### src/design/ltd_pkg.sv
`timescale 1ns / 1ps
// ----------------------------------------------------------------------------
// ltd_pkg
// Shared types, codes and constants of the load cell tap detector.
// ----------------------------------------------------------------------------
package ltd_pkg;

  localparam int NUM_CELLS_DEF   = 4;
  localparam int SAMPLE_BITS_DEF = 24;

  // one calibration register per addressable cell
  localparam int CAL_REGS  = 4;
  localparam int CELL_W    = 2;
  localparam int REG_IDX_W = 3;

  localparam int TAP_W    = 25;
  localparam int WEIGHT_W = 26;
  localparam int HOLD_W   = 16;

  // 0.6 as 39322 / 2^16
  localparam int              FRAC_SHIFT = 16;
  localparam logic [15:0]     FRAC_NUM   = 16'd39322;

  typedef enum logic [REG_IDX_W-1:0] {
    REG_TAP    = 3'd0,
    REG_WEIGHT = 3'd1,
    REG_HOLD   = 3'd2,
    REG_CAL0   = 3'd3,
    REG_CAL1   = 3'd4,
    REG_CAL2   = 3'd5,
    REG_CAL3   = 3'd6
  } cfg_reg_t;

  typedef enum logic {
    OP_SAMPLE = 1'b0,
    OP_TICK   = 1'b1
  } op_t;

  typedef enum logic [1:0] {
    EV_NONE   = 2'd0,
    EV_SINGLE = 2'd1,
    EV_WEIGHT = 2'd2,
    EV_SUM    = 2'd3
  } event_t;

  typedef struct packed {
    logic [TAP_W-1:0]    tap;
    logic [WEIGHT_W-1:0] weight;
    logic [HOLD_W-1:0]   hold;
  } thresh_t;

  localparam logic [TAP_W-1:0]    TAP_RST    = 25'd3000;
  localparam logic [WEIGHT_W-1:0] WEIGHT_RST = 26'd30000;
  localparam logic [HOLD_W-1:0]   HOLD_RST   = 16'd350;

  typedef struct packed {
    logic              sample_rejected;
    logic [CELL_W-1:0] trigger_cell;
    event_t            trigger_event;
    logic              trigger_active;
  } result_t;

endpackage

### src/design/ltd_cfg_regs.sv
`timescale 1ns / 1ps
// ----------------------------------------------------------------------------
// ltd_cfg_regs
// Configuration registers; keeps the scaled zero limit of each cell alongside.
// ----------------------------------------------------------------------------
module ltd_cfg_regs #(
  parameter int SAMPLE_BITS = ltd_pkg::SAMPLE_BITS_DEF
) (
  input  logic                                   clk,
  input  logic                                   rst_n,
  input  logic                                   cfg_valid,
  output logic                                   cfg_ready,
  input  logic [ltd_pkg::REG_IDX_W-1:0]          cfg_index,
  input  logic [2*SAMPLE_BITS-1:0]               cfg_data,
  output ltd_pkg::thresh_t                       thresh,
  output logic [ltd_pkg::CAL_REGS-1:0][SAMPLE_BITS-1:0]    offset,
  output logic [ltd_pkg::CAL_REGS-1:0][SAMPLE_BITS+15:0]   zero_lim
);

  localparam int ZL_W = SAMPLE_BITS + 16;

  ltd_pkg::thresh_t                              thresh_r;
  logic [ltd_pkg::CAL_REGS-1:0][SAMPLE_BITS-1:0] offset_r;
  logic [ltd_pkg::CAL_REGS-1:0][ZL_W-1:0]        zero_lim_r;

  logic [SAMPLE_BITS-1:0] zero_val;
  logic [SAMPLE_BITS-1:0] zero_mag;
  logic [ZL_W-1:0]        zero_lim_nxt;
  logic                   cal_wr;
  logic [1:0]             cal_sel;

  assign cfg_ready = 1'b1;

  // |zero| * 0.6 scaled by 2^16, worked out once on the write
  assign zero_val     = cfg_data[2*SAMPLE_BITS-1:SAMPLE_BITS];
  assign zero_mag     = zero_val[SAMPLE_BITS-1] ? (~zero_val + 1'b1) : zero_val;
  assign zero_lim_nxt = ZL_W'(zero_mag) * ZL_W'(ltd_pkg::FRAC_NUM);

  always_comb begin
    cal_wr  = 1'b0;
    cal_sel = 2'd0;
    unique case (cfg_index)
      ltd_pkg::REG_CAL0: begin cal_wr = 1'b1; cal_sel = 2'd0; end
      ltd_pkg::REG_CAL1: begin cal_wr = 1'b1; cal_sel = 2'd1; end
      ltd_pkg::REG_CAL2: begin cal_wr = 1'b1; cal_sel = 2'd2; end
      ltd_pkg::REG_CAL3: begin cal_wr = 1'b1; cal_sel = 2'd3; end
      default: begin cal_wr = 1'b0; cal_sel = 2'd0; end
    endcase
  end

  always_ff @(posedge clk) begin
    if (!rst_n) begin
      thresh_r.tap    <= ltd_pkg::TAP_RST;
      thresh_r.weight <= ltd_pkg::WEIGHT_RST;
      thresh_r.hold   <= ltd_pkg::HOLD_RST;
      offset_r        <= '0;
      zero_lim_r      <= '0;
    end else if (cfg_valid && cfg_ready) begin
      if (cfg_index == ltd_pkg::REG_TAP) begin
        thresh_r.tap <= cfg_data[ltd_pkg::TAP_W-1:0];
      end
      if (cfg_index == ltd_pkg::REG_WEIGHT) begin
        thresh_r.weight <= cfg_data[ltd_pkg::WEIGHT_W-1:0];
      end
      if (cfg_index == ltd_pkg::REG_HOLD) begin
        thresh_r.hold <= cfg_data[ltd_pkg::HOLD_W-1:0];
      end
      if (cal_wr) begin
        offset_r[cal_sel]   <= cfg_data[SAMPLE_BITS-1:0];
        zero_lim_r[cal_sel] <= zero_lim_nxt;
      end
    end
  end

  assign thresh   = thresh_r;
  assign offset   = offset_r;
  assign zero_lim = zero_lim_r;

endmodule

### src/design/ltd_front.sv
`timescale 1ns / 1ps
// ----------------------------------------------------------------------------
// ltd_front
// Input register: offset removal and spike rejection test per sample.
// ----------------------------------------------------------------------------
module ltd_front #(
  parameter int SAMPLE_BITS = ltd_pkg::SAMPLE_BITS_DEF
) (
  input  logic                                   clk,
  input  logic                                   rst_n,
  input  logic                                   in_valid,
  output logic                                   in_ready,
  input  ltd_pkg::op_t                           in_op,
  input  logic [ltd_pkg::CELL_W-1:0]             in_cell,
  input  logic signed [SAMPLE_BITS-1:0]          in_sample,
  input  logic [ltd_pkg::CAL_REGS-1:0][SAMPLE_BITS-1:0]  offset,
  input  logic [ltd_pkg::CAL_REGS-1:0][SAMPLE_BITS+15:0] zero_lim,
  input  logic                                   advance,
  output logic                                   item_valid,
  output ltd_pkg::op_t                           item_op,
  output logic [ltd_pkg::CELL_W-1:0]             item_cell,
  output logic signed [SAMPLE_BITS:0]            item_cur,
  output logic [SAMPLE_BITS:0]                   item_mag,
  output logic                                   item_rej
);

  localparam int LHS_W = SAMPLE_BITS + 1 + ltd_pkg::FRAC_SHIFT;

  logic                           valid_r;
  ltd_pkg::op_t                   op_r;
  logic [ltd_pkg::CELL_W-1:0]     cell_r;
  logic signed [SAMPLE_BITS:0]    cur_r;
  logic [SAMPLE_BITS:0]           mag_r;
  logic                           rej_r;

  logic signed [SAMPLE_BITS:0]    raw_x;
  logic signed [SAMPLE_BITS:0]    off_x;
  logic signed [SAMPLE_BITS:0]    cur_nxt;
  logic [SAMPLE_BITS:0]           mag_nxt;
  logic [LHS_W-1:0]               lhs;
  logic                           rej_nxt;
  logic                           take;

  assign in_ready = !valid_r || advance;
  assign take     = in_valid && in_ready;

  assign raw_x   = {in_sample[SAMPLE_BITS-1], in_sample};
  assign off_x   = {offset[in_cell][SAMPLE_BITS-1], offset[in_cell]};
  assign cur_nxt = raw_x - off_x;
  assign mag_nxt = cur_nxt[SAMPLE_BITS] ? unsigned'(-cur_nxt) : unsigned'(cur_nxt);
  // |cur| * 2^16 > |zero| * 39322
  assign lhs     = LHS_W'(mag_nxt) << ltd_pkg::FRAC_SHIFT;
  assign rej_nxt = lhs > LHS_W'(zero_lim[in_cell]);

  always_ff @(posedge clk) begin
    if (!rst_n) begin
      valid_r <= 1'b0;
    end else if (take) begin
      valid_r <= 1'b1;
    end else if (advance) begin
      valid_r <= 1'b0;
    end
  end

  always_ff @(posedge clk) begin
    if (take) begin
      op_r   <= in_op;
      cell_r <= in_cell;
      cur_r  <= cur_nxt;
      mag_r  <= mag_nxt;
      rej_r  <= rej_nxt;
    end
  end

  assign item_valid = valid_r;
  assign item_op    = op_r;
  assign item_cell  = cell_r;
  assign item_cur   = cur_r;
  assign item_mag   = mag_r;
  assign item_rej   = rej_r;

endmodule

### src/design/ltd_core.sv
`timescale 1ns / 1ps
// ----------------------------------------------------------------------------
// ltd_core
// Per-cell state, trigger tests, hold timer and result register.
// ----------------------------------------------------------------------------
module ltd_core #(
  parameter int NUM_CELLS   = ltd_pkg::NUM_CELLS_DEF,
  parameter int SAMPLE_BITS = ltd_pkg::SAMPLE_BITS_DEF
) (
  input  logic                          clk,
  input  logic                          rst_n,
  input  ltd_pkg::thresh_t              thresh,
  input  logic                          item_valid,
  input  ltd_pkg::op_t                  item_op,
  input  logic [ltd_pkg::CELL_W-1:0]    item_cell,
  input  logic signed [SAMPLE_BITS:0]   item_cur,
  input  logic [SAMPLE_BITS:0]          item_mag,
  input  logic                          item_rej,
  output logic                          advance,
  output logic                          res_valid,
  input  logic                          res_ready,
  output ltd_pkg::result_t              res
);

  localparam int RD_W   = SAMPLE_BITS + 1;
  localparam int CH_W   = SAMPLE_BITS + 2;
  localparam int TSUM_W = RD_W + $clog2(NUM_CELLS);
  localparam int CSUM_W = CH_W + $clog2(NUM_CELLS);
  localparam int CMP_W  = (CSUM_W > ltd_pkg::WEIGHT_W) ? CSUM_W : ltd_pkg::WEIGHT_W;

  logic signed [RD_W-1:0] reading_r [NUM_CELLS];
  logic [RD_W-1:0]        rmag_r    [NUM_CELLS];
  logic [CH_W-1:0]        change_r  [NUM_CELLS];
  logic                   trig_r, trig_nxt;
  logic [ltd_pkg::HOLD_W-1:0] elapsed_r, elapsed_nxt;
  logic                   out_valid_r;
  ltd_pkg::result_t       out_r, out_nxt;

  logic [NUM_CELLS-1:0]   hit;
  logic                   in_range;
  logic                   fire;
  logic                   is_sample;
  logic signed [RD_W-1:0] prev;
  logic [RD_W-1:0]        prev_mag;
  logic signed [RD_W-1:0] cur_sel;
  logic [RD_W-1:0]        mag_sel;
  logic signed [CH_W-1:0] diff;
  logic [CH_W-1:0]        chg;
  logic [TSUM_W-1:0]      tsum;
  logic [CSUM_W-1:0]      csum;
  ltd_pkg::event_t        ev;
  logic [ltd_pkg::HOLD_W-1:0] elapsed_inc;

  assign advance   = !out_valid_r || res_ready;
  assign fire      = item_valid && advance;
  assign in_range  = 32'(item_cell) < NUM_CELLS;
  assign is_sample = (item_op == ltd_pkg::OP_SAMPLE) && in_range;

  always_comb begin
    prev     = '0;
    prev_mag = '0;
    for (int i = 0; i < NUM_CELLS; i++) begin
      hit[i] = 32'(item_cell) == i;
      if (hit[i]) begin
        prev     = reading_r[i];
        prev_mag = rmag_r[i];
      end
    end
  end

  // rejected sample falls back on the previous reading
  assign cur_sel = item_rej ? prev : item_cur;
  assign mag_sel = item_rej ? prev_mag : item_mag;
  assign diff    = CH_W'(cur_sel) - CH_W'(prev);
  assign chg     = diff[CH_W-1] ? unsigned'(-diff) : unsigned'(diff);

  // sums over the state as it stands after this sample
  always_comb begin
    tsum = '0;
    csum = '0;
    for (int i = 0; i < NUM_CELLS; i++) begin
      tsum = tsum + TSUM_W'(hit[i] ? mag_sel : rmag_r[i]);
      csum = csum + CSUM_W'(hit[i] ? chg : change_r[i]);
    end
  end

  always_comb begin
    priority if (CMP_W'(chg) >= CMP_W'(thresh.tap)) begin
      ev = ltd_pkg::EV_SINGLE;
    end else if (CMP_W'(tsum) > CMP_W'(thresh.weight)) begin
      ev = ltd_pkg::EV_WEIGHT;
    end else if (CMP_W'(csum) >= CMP_W'(thresh.tap)) begin
      ev = ltd_pkg::EV_SUM;
    end else begin
      ev = ltd_pkg::EV_NONE;
    end
  end

  assign elapsed_inc = (elapsed_r != '1) ? elapsed_r + 1'b1 : elapsed_r;

  always_comb begin
    trig_nxt    = trig_r;
    elapsed_nxt = elapsed_r;
    out_nxt.trigger_event   = ltd_pkg::EV_NONE;
    out_nxt.trigger_cell    = '0;
    out_nxt.sample_rejected = 1'b0;
    if (item_op == ltd_pkg::OP_TICK) begin
      if (trig_r) begin
        elapsed_nxt = elapsed_inc;
        if (elapsed_inc >= thresh.hold) begin
          trig_nxt = 1'b0;
        end
      end
    end else if (in_range) begin
      out_nxt.sample_rejected = item_rej;
      if (!trig_r && ev != ltd_pkg::EV_NONE) begin
        out_nxt.trigger_event = ev;
        if (ev == ltd_pkg::EV_SINGLE) begin
          out_nxt.trigger_cell = item_cell;
        end
        elapsed_nxt = '0;
        trig_nxt    = thresh.hold != '0;
      end
    end
    out_nxt.trigger_active = trig_nxt;
  end

  always_ff @(posedge clk) begin
    if (!rst_n) begin
      for (int i = 0; i < NUM_CELLS; i++) begin
        reading_r[i] <= '0;
        rmag_r[i]    <= '0;
        change_r[i]  <= '0;
      end
      trig_r      <= 1'b0;
      elapsed_r   <= '0;
      out_valid_r <= 1'b0;
    end else begin
      if (fire) begin
        trig_r    <= trig_nxt;
        elapsed_r <= elapsed_nxt;
        if (is_sample) begin
          for (int i = 0; i < NUM_CELLS; i++) begin
            if (hit[i]) begin
              reading_r[i] <= cur_sel;
              rmag_r[i]    <= mag_sel;
              change_r[i]  <= chg;
            end
          end
        end
      end
      if (advance) begin
        out_valid_r <= item_valid;
      end
    end
  end

  always_ff @(posedge clk) begin
    if (fire) begin
      out_r <= out_nxt;
    end
  end

  assign res_valid = out_valid_r;
  assign res       = out_r;

endmodule

### src/design/loadcell_tap_detector.sv
`timescale 1ns / 1ps
// ----------------------------------------------------------------------------
// loadcell_tap_detector
// Tap and overload detector over interleaved load cell samples and ms ticks.
// ----------------------------------------------------------------------------
// Path: input register, then state update and result register.
// Throughput: one item per cycle while the result stream is not stalled;
//   the per-cell state update and the flat sums are combinational between
//   the two registers.
// Reset: synchronous, active low; clears all cell readings and changes, the
//   trigger and hold timer, and loads the register defaults (3000 / 30000 /
//   350, calibration zero). No clearing pass, items accepted right after.
// ----------------------------------------------------------------------------
module loadcell_tap_detector #(
  parameter int NUM_CELLS   = ltd_pkg::NUM_CELLS_DEF,
  parameter int SAMPLE_BITS = ltd_pkg::SAMPLE_BITS_DEF,
  // derived port widths
  parameter int IN_DATA_W   = ((ltd_pkg::CELL_W + SAMPLE_BITS + 7) / 8) * 8,
  parameter int CFG_DATA_W  = 2 * SAMPLE_BITS
) (
  input  logic                          clk,
  input  logic                          rst_n,
  // input stream
  input  logic                          in_tvalid,
  output logic                          in_tready,
  // [1:0] cell_index, [SAMPLE_BITS+1:2] raw_sample, zero fill above
  input  logic [IN_DATA_W-1:0]          in_tdata,
  // [0] operation (0 sample, 1 tick)
  input  logic                          in_tuser,
  // result stream
  output logic                          out_tvalid,
  input  logic                          out_tready,
  // [0] trigger_active, [2:1] trigger_event, [4:3] trigger_cell,
  // [5] sample_rejected, [7:6] zero
  output logic [7:0]                    out_tdata,
  // configuration writes
  input  logic                          cfg_valid,
  output logic                          cfg_ready,
  input  logic [ltd_pkg::REG_IDX_W-1:0] cfg_index,
  input  logic [CFG_DATA_W-1:0]         cfg_data
);

  ltd_pkg::thresh_t                                 thresh;
  logic [ltd_pkg::CAL_REGS-1:0][SAMPLE_BITS-1:0]    offset;
  logic [ltd_pkg::CAL_REGS-1:0][SAMPLE_BITS+15:0]   zero_lim;

  logic                         advance;
  logic                         item_valid;
  ltd_pkg::op_t                 item_op;
  logic [ltd_pkg::CELL_W-1:0]   item_cell;
  logic signed [SAMPLE_BITS:0]  item_cur;
  logic [SAMPLE_BITS:0]         item_mag;
  logic                         item_rej;
  ltd_pkg::result_t             res;
  ltd_pkg::op_t                 in_op;

  assign in_op = ltd_pkg::op_t'(in_tuser);

  // config: offsets and scaled zero limits feed the front, thresholds the core
  ltd_cfg_regs #(
    .SAMPLE_BITS (SAMPLE_BITS)
  ) u_cfg (
    .clk       (clk),
    .rst_n     (rst_n),
    .cfg_valid (cfg_valid),
    .cfg_ready (cfg_ready),
    .cfg_index (cfg_index),
    .cfg_data  (cfg_data),
    .thresh    (thresh),
    .offset    (offset),
    .zero_lim  (zero_lim)
  );

  // front: offset removal and rejection flag, registered on the transfer
  ltd_front #(
    .SAMPLE_BITS (SAMPLE_BITS)
  ) u_front (
    .clk        (clk),
    .rst_n      (rst_n),
    .in_valid   (in_tvalid),
    .in_ready   (in_tready),
    .in_op      (in_op),
    .in_cell    (in_tdata[ltd_pkg::CELL_W-1:0]),
    .in_sample  (signed'(in_tdata[ltd_pkg::CELL_W+SAMPLE_BITS-1:ltd_pkg::CELL_W])),
    .offset     (offset),
    .zero_lim   (zero_lim),
    .advance    (advance),
    .item_valid (item_valid),
    .item_op    (item_op),
    .item_cell  (item_cell),
    .item_cur   (item_cur),
    .item_mag   (item_mag),
    .item_rej   (item_rej)
  );

  // core: state update, tests in priority order, hold timer, result register
  ltd_core #(
    .NUM_CELLS   (NUM_CELLS),
    .SAMPLE_BITS (SAMPLE_BITS)
  ) u_core (
    .clk        (clk),
    .rst_n      (rst_n),
    .thresh     (thresh),
    .item_valid (item_valid),
    .item_op    (item_op),
    .item_cell  (item_cell),
    .item_cur   (item_cur),
    .item_mag   (item_mag),
    .item_rej   (item_rej),
    .advance    (advance),
    .res_valid  (out_tvalid),
    .res_ready  (out_tready),
    .res        (res)
  );

  assign out_tdata = {2'b00, res};

endmodule

### config.mk
export PLATFORM = sky130hd
export DESIGN_NAME = loadcell_tap_detector
export DESIGN_NICKNAME = d
export VERILOG_FILES = /design/src/design/ltd_pkg.sv /design/src/design/ltd_cfg_regs.sv /design/src/design/ltd_front.sv /design/src/design/ltd_core.sv /design/src/design/loadcell_tap_detector.sv
export SDC_FILE = /design/constraint.sdc
export NUM_CORES = 2
export LEC_CHECK = 0
export BUFFER_PORTS_ARGS = -buffer_cell sky130_fd_sc_hd__buf_2
export CAP_MARGIN = 5
export CORE_UTILIZATION = 55
export CTS_CLUSTER_SIZE = 28
export DETAILED_ROUTE_END_ITERATION = 8
export PLACE_DENSITY = 0.71
export SETUP_SLACK_MARGIN = 0.2
export SLEW_MARGIN = 20
export SYNTH_ARGS = -nofsm -noshare
export SYNTH_HDL_FRONTEND = slang
export SYNTH_SLANG_ARGS = --single-unit
### constraint.sdc
create_clock -name clk -period 11.6 [get_ports clk]
set_clock_uncertainty 0.2 [all_clocks]
set_input_delay 2.32 -clock clk [delete_from_list [all_inputs] [get_ports clk]]
set_output_delay 2.32 -clock clk [all_outputs]
set_load 0.02 [all_outputs]
==> tab_implementation.tex <==
\begin{tabular}{lr}
\hline
Metric & Value \\
\hline
\multicolumn{2}{l}{\textbf{Logic synthesis}} \\
\quad Simple-gate portion of the synthesized area & approximately 14\% \\
\quad Largest cells by area after synthesis & edfxtp\_1, dfxtp\_1, ha\_1 \\
\quad Share of synthesized area occupied by flip-flops and latches & 36.5\% \\
\quad Dominant combinational cell family by area after synthesis & adder cells \\
\quad Share of cell area taken by muxes after synthesis & 5.63\% \\
\quad Synth Cell Area & 48,400 µm² \\
\quad Synthesis-stage register bit count & 701 \\
\quad Most used standard cells in the synthesized netlist & nand2\_1, inv\_1, nor2\_1 \\
\quad Biggest area consumer among synthesized cells & edfxtp\_1 \\
\quad Number of enable flip-flop cells after synthesis & 363 \\
\quad Post-synthesis cell type count & just under 100 \\
\quad Yosys top cell area share & roughly 23\% \\
\quad Post-Syn Area per Cell & about 9.4 µm² \\
\quad Most common cell in the netlist & nand2\_1 \\
\quad Fraction of synthesized cell area in xor and xnor cells & between 3 and 4\% \\
\quad Fraction of the mapped netlist area in compound gates & roughly 14\% \\
\quad Adder-cell share of the synthesized area & 19.4\% \\
\quad Ys async rst share & 0\% \\
\quad Main flop type after synthesis & edfxtp\_1 \\
\quad Synthesized instance count & 5,154 \\
\quad Yosys Warn Count & 0 \\
\multicolumn{2}{l}{\textbf{Cells and area}} \\
\quad Final Instance Count excl. Fillers & 6,374 \\
\quad Multi-input combinational cell area & 27,800 µm² \\
\quad Design area & 52,800 µm² \\
\quad \# nets final & 5,858 \\
\quad Fill cell total of the finished layout & 7,401 \\
\quad Sequential cell area & 17,700 µm² \\
\quad Synthesis-to-finish area growth & 9.05\% \\
\quad Share of final-layout standard cells stronger than drive strength 1 & 8.83\% \\
\quad Antenna Diode Count & 0 \\
\multicolumn{2}{l}{\textbf{Worst setup path}} \\
\quad Worst path arrival time & around 11,000 ps \\
\quad CP max FO & 16 \\
\quad Worst flop-to-flop path endpoint & u\_core.elapsed\_r[10] \\
\quad Critical path's slowest cell & a2111oi\_2 \\
\quad Critical path endpoint category & flop \\
\quad Worst endpoint required time & around 12,000 ps \\
\quad Worst R2R Path Depth & 41 \\
\quad Kind of critical path & reg -> reg \\
\quad Launch instance of the worst register-to-register path & u\_front.item\_cell[0] \\
\quad Critical Path Max Stage Delay & 620 ps \\
\quad Worst R2R Setup Slack & 870 ps \\
\quad Critical Path Start Type & flop \\
\quad Most used cell along the critical path & nor2\_1 \\
\multicolumn{2}{l}{\textbf{Die}} \\
\quad Height of the die & 299 µm \\
\quad Initial core utilization & roughly 56\% \\
\quad Core outline area & just under 90,000 µm² \\
\quad Horizontal extent of the die & 299 µm \\
\quad Die area & 89,300 µm² \\
\quad Ports & 100 \\
\quad Cell row count & 108 \\
\multicolumn{2}{l}{\textbf{Min path}} \\
\quad Hold endpoint & u\_cfg.offset[56] \\
\quad Class of the tightest hold or removal check & reg -> reg \\
\quad Hold path startpoint & u\_cfg.offset[56] \\
\quad Worst hold stages & 2 \\
\multicolumn{2}{l}{\textbf{Global routing}} \\
\quad Number of antenna violations at the first check in global routing & 2 \\
\quad Total congestion overflow & 0 \\
\quad Aggregate global-route resource usage & 28.4\% \\
\quad Number of global-route vias before repair & 36,300 \\
\quad Maximum number of pins on one net before global-route repair & 99 \\
\quad First-pass GRT wire length & 199,000 µm \\
\multicolumn{2}{l}{\textbf{Route}} \\
\quad First drt pass iteration count & 6 \\
\quad Routed WL per cell & 19.8 µm \\
\quad Drt drc & 0 \\
\quad Total detailed-routing wirelength & 126,000 µm \\
\quad Vias per Instance & between 5 and 6 \\
\quad Antenna viol nets, final & 0 \\
\quad DRC violation total after the first TritonRoute iteration & approximately 3,200 \\
\quad Vias & 37,000 \\
\multicolumn{2}{l}{\textbf{Placement}} \\
\quad Total placed instance area & 50,100 µm² \\
\quad Pre-CTS WS & 778 ps \\
\quad Gpl congestion & between 0.9 and 1 \\
\quad Final HPWL from detailed placement & 88,300 µm \\
\quad Number of I/O port buffers & 90 \\
\quad Dpl cells & 6,230 \\
\multicolumn{2}{l}{\textbf{Clocking}} \\
\quad Clk sinks & 701 \\
\quad Clock tree from TritonCTS & built \\
\quad \# H-tree levels & 3 \\
\quad Quantity of gates resized following cts & 0 \\
\quad TritonCTS Buffers & between 70 and 80 \\
\quad Max clock buf depth & 3 \\
\quad Number of buffers inserted to repair setup after CTS & 0 \\
\quad Insertion delay to the later sink of the worst-skew pair & 640 ps \\
\quad CTS Root Buffer Type & clkbuf\_16 \\
\quad Number of hold buffers added after CTS & 0 \\
\quad Clock-pin slew on the worst setup and hold paths & 60 ps \\
\multicolumn{2}{l}{\textbf{Status}} \\
\quad Run status & finished clean \\
\multicolumn{2}{l}{\textbf{Timing}} \\
\quad Setup-violating endpoint count in the final report & 0 \\
\quad Tmin final & 10,730 ps \\
\quad Post-layout worst setup margin & between 800 and 900 ps \\
\quad Slew margin rel. & 20.5\% \\
\quad Achievable frequency & 0.0932 GHz \\
\quad Hold Violations, Final & 0 \\
\quad Hold WS & 263 ps \\
\quad Crit share post-route & between 90\% and 100\% \\
\quad Post-Route Setup TNS & 0 ps \\
\quad Slew at the pin with the worst max-slew slack & 1180 ps \\
\quad Number of pins exceeding their max-slew limit in the final report & 0 \\
\quad Setup repair after global routing missed its margin & false \\
\multicolumn{2}{l}{\textbf{Power}} \\
\quad Leakage Power & 0.0223 µW \\
\quad Maximum resistive drop on vdd & about 0.45 mV \\
\quad Power per Cell Area & 306 nW/µm² \\
\multicolumn{2}{l}{\textbf{Flow run}} \\
\quad \# Max-Cap Violations & 0 \\
\hline
\end{tabular}
sequential cells by signal (all words and copies together), names as in the netlist, 2 cells and up:
signal,cells
u_core.reading_r,100
u_core.change_r,104
u_cfg.thresh,67
u_core.rmag_r,100
u_cfg.zero_lim,156
u_front.item_cur,24
u_front.item_cell,2
u_front.item_mag,25
u_core.elapsed_r,16
u_cfg.offset,96
u_core.res,6
layout by cell type, fill, tap and decap left out, types with 10 or more instances in the layout:
master	count
a21o_1	91
fa_1	224
o211ai_1	33
or3_1	10
xor2_1	58
clkinv_2	13
nor4_1	22
nor2_2	11
nand2b_1	25
nor2b_1	34
nor3_1	40
dfxtp_1	338
clkbuf_16	83
nand2_1	746
clkbuf_1	10
a21boi_0	253
xnor2_1	128
o21a_1	32
o31ai_1	17
mux2i_1	51
edfxtp_1	363
ha_1	390
nor2_1	546
and3_1	17
o21bai_1	20
and2_1	25
nand4_1	37
clkbuf_8	13
mux4_2	98
a31oi_1	22
a21oi_1	254
inv_1	563
o21ai_0	208
nand3_1	67
buf_2	88
buf_4	73
cell type report:
| class | instances | area share (%) |
|---|---|---|
| multi-input cells | 3648 | 52.7 |
| flip-flops and latches | 701 | 33.4 |
| clock buffers | 105 | 4.32 |
| inverters | 563 | 4.00 |
| well taps | 1155 | 2.74 |
| repair buffers | 163 | 1.94 |
| clock inverters | 39 | 0.855 |
per-layer routing:
| layer | part of all wire, % | global-route usage [%] |
|---|---|---|
| met2 | 46 | 44.8 |
| met4 | 3.5 | 10.2 |
| met3 | 8.8 | 5.60 |
| met5 | 0.017 | 0 |
| met1 | 42 | 39.0 |
kinds of logic (layout without fill, tap and decap cells):
group	count (synthesis)	after routing
fa+ha+maj	615	615
simple gates	1644	1644
xor+xnor	191	191
flops	701	701
other cells	2	3
mux	150	150
compound gates	1045	1045
buf+inv	806	870
worst max-delay path: cells and delay by family (launching register included):
family	cells	cell delay (ps)
multiplexers	3	1150
flip-flops	1	510
AND/OR/NAND/NOR	7	910
AO/OA/AOI/OAI	18	4200
adder cells (fa/ha/maj)	6	2360
XOR/XNOR	1	200
buffers and inverters	6	1120
power breakdown:
part / internal [µW] / switching, µW
clock network: 1580 / 1060
logic: 4160 / 6440
registers: 2810 / 91.4
worst max-delay path by stage:
stage                                     from                    to  cells past startpoint
after floorplan           u_front.item_cell[0]         u_core.res[0]                     39
after global placement            cfg_data[24]   u_cfg.zero_lim[119]                     28
after detailed placement          cfg_data[24]   u_cfg.zero_lim[119]                     28
after CTS                 u_front.item_cell[0]  u_core.elapsed_r[10]                     39
after global routing      u_front.item_cell[0]  u_core.elapsed_r[15]                     41
final                     u_front.item_cell[0]  u_core.elapsed_r[10]                     41
stage by stage:
| step | util [%] | power [µW] |
|---|---|---|
| after floorplan | - | 10800 |
| after global placement | 57.5 | 13300 |
| after detailed placement | 57.5 | 13400 |
| after CTS | 60.7 | 16200 |
| after global routing | 60.7 | 17700 |
| final | 60.7 | 16100 |
Note: power is estimated with default switching activity, not from simulation.
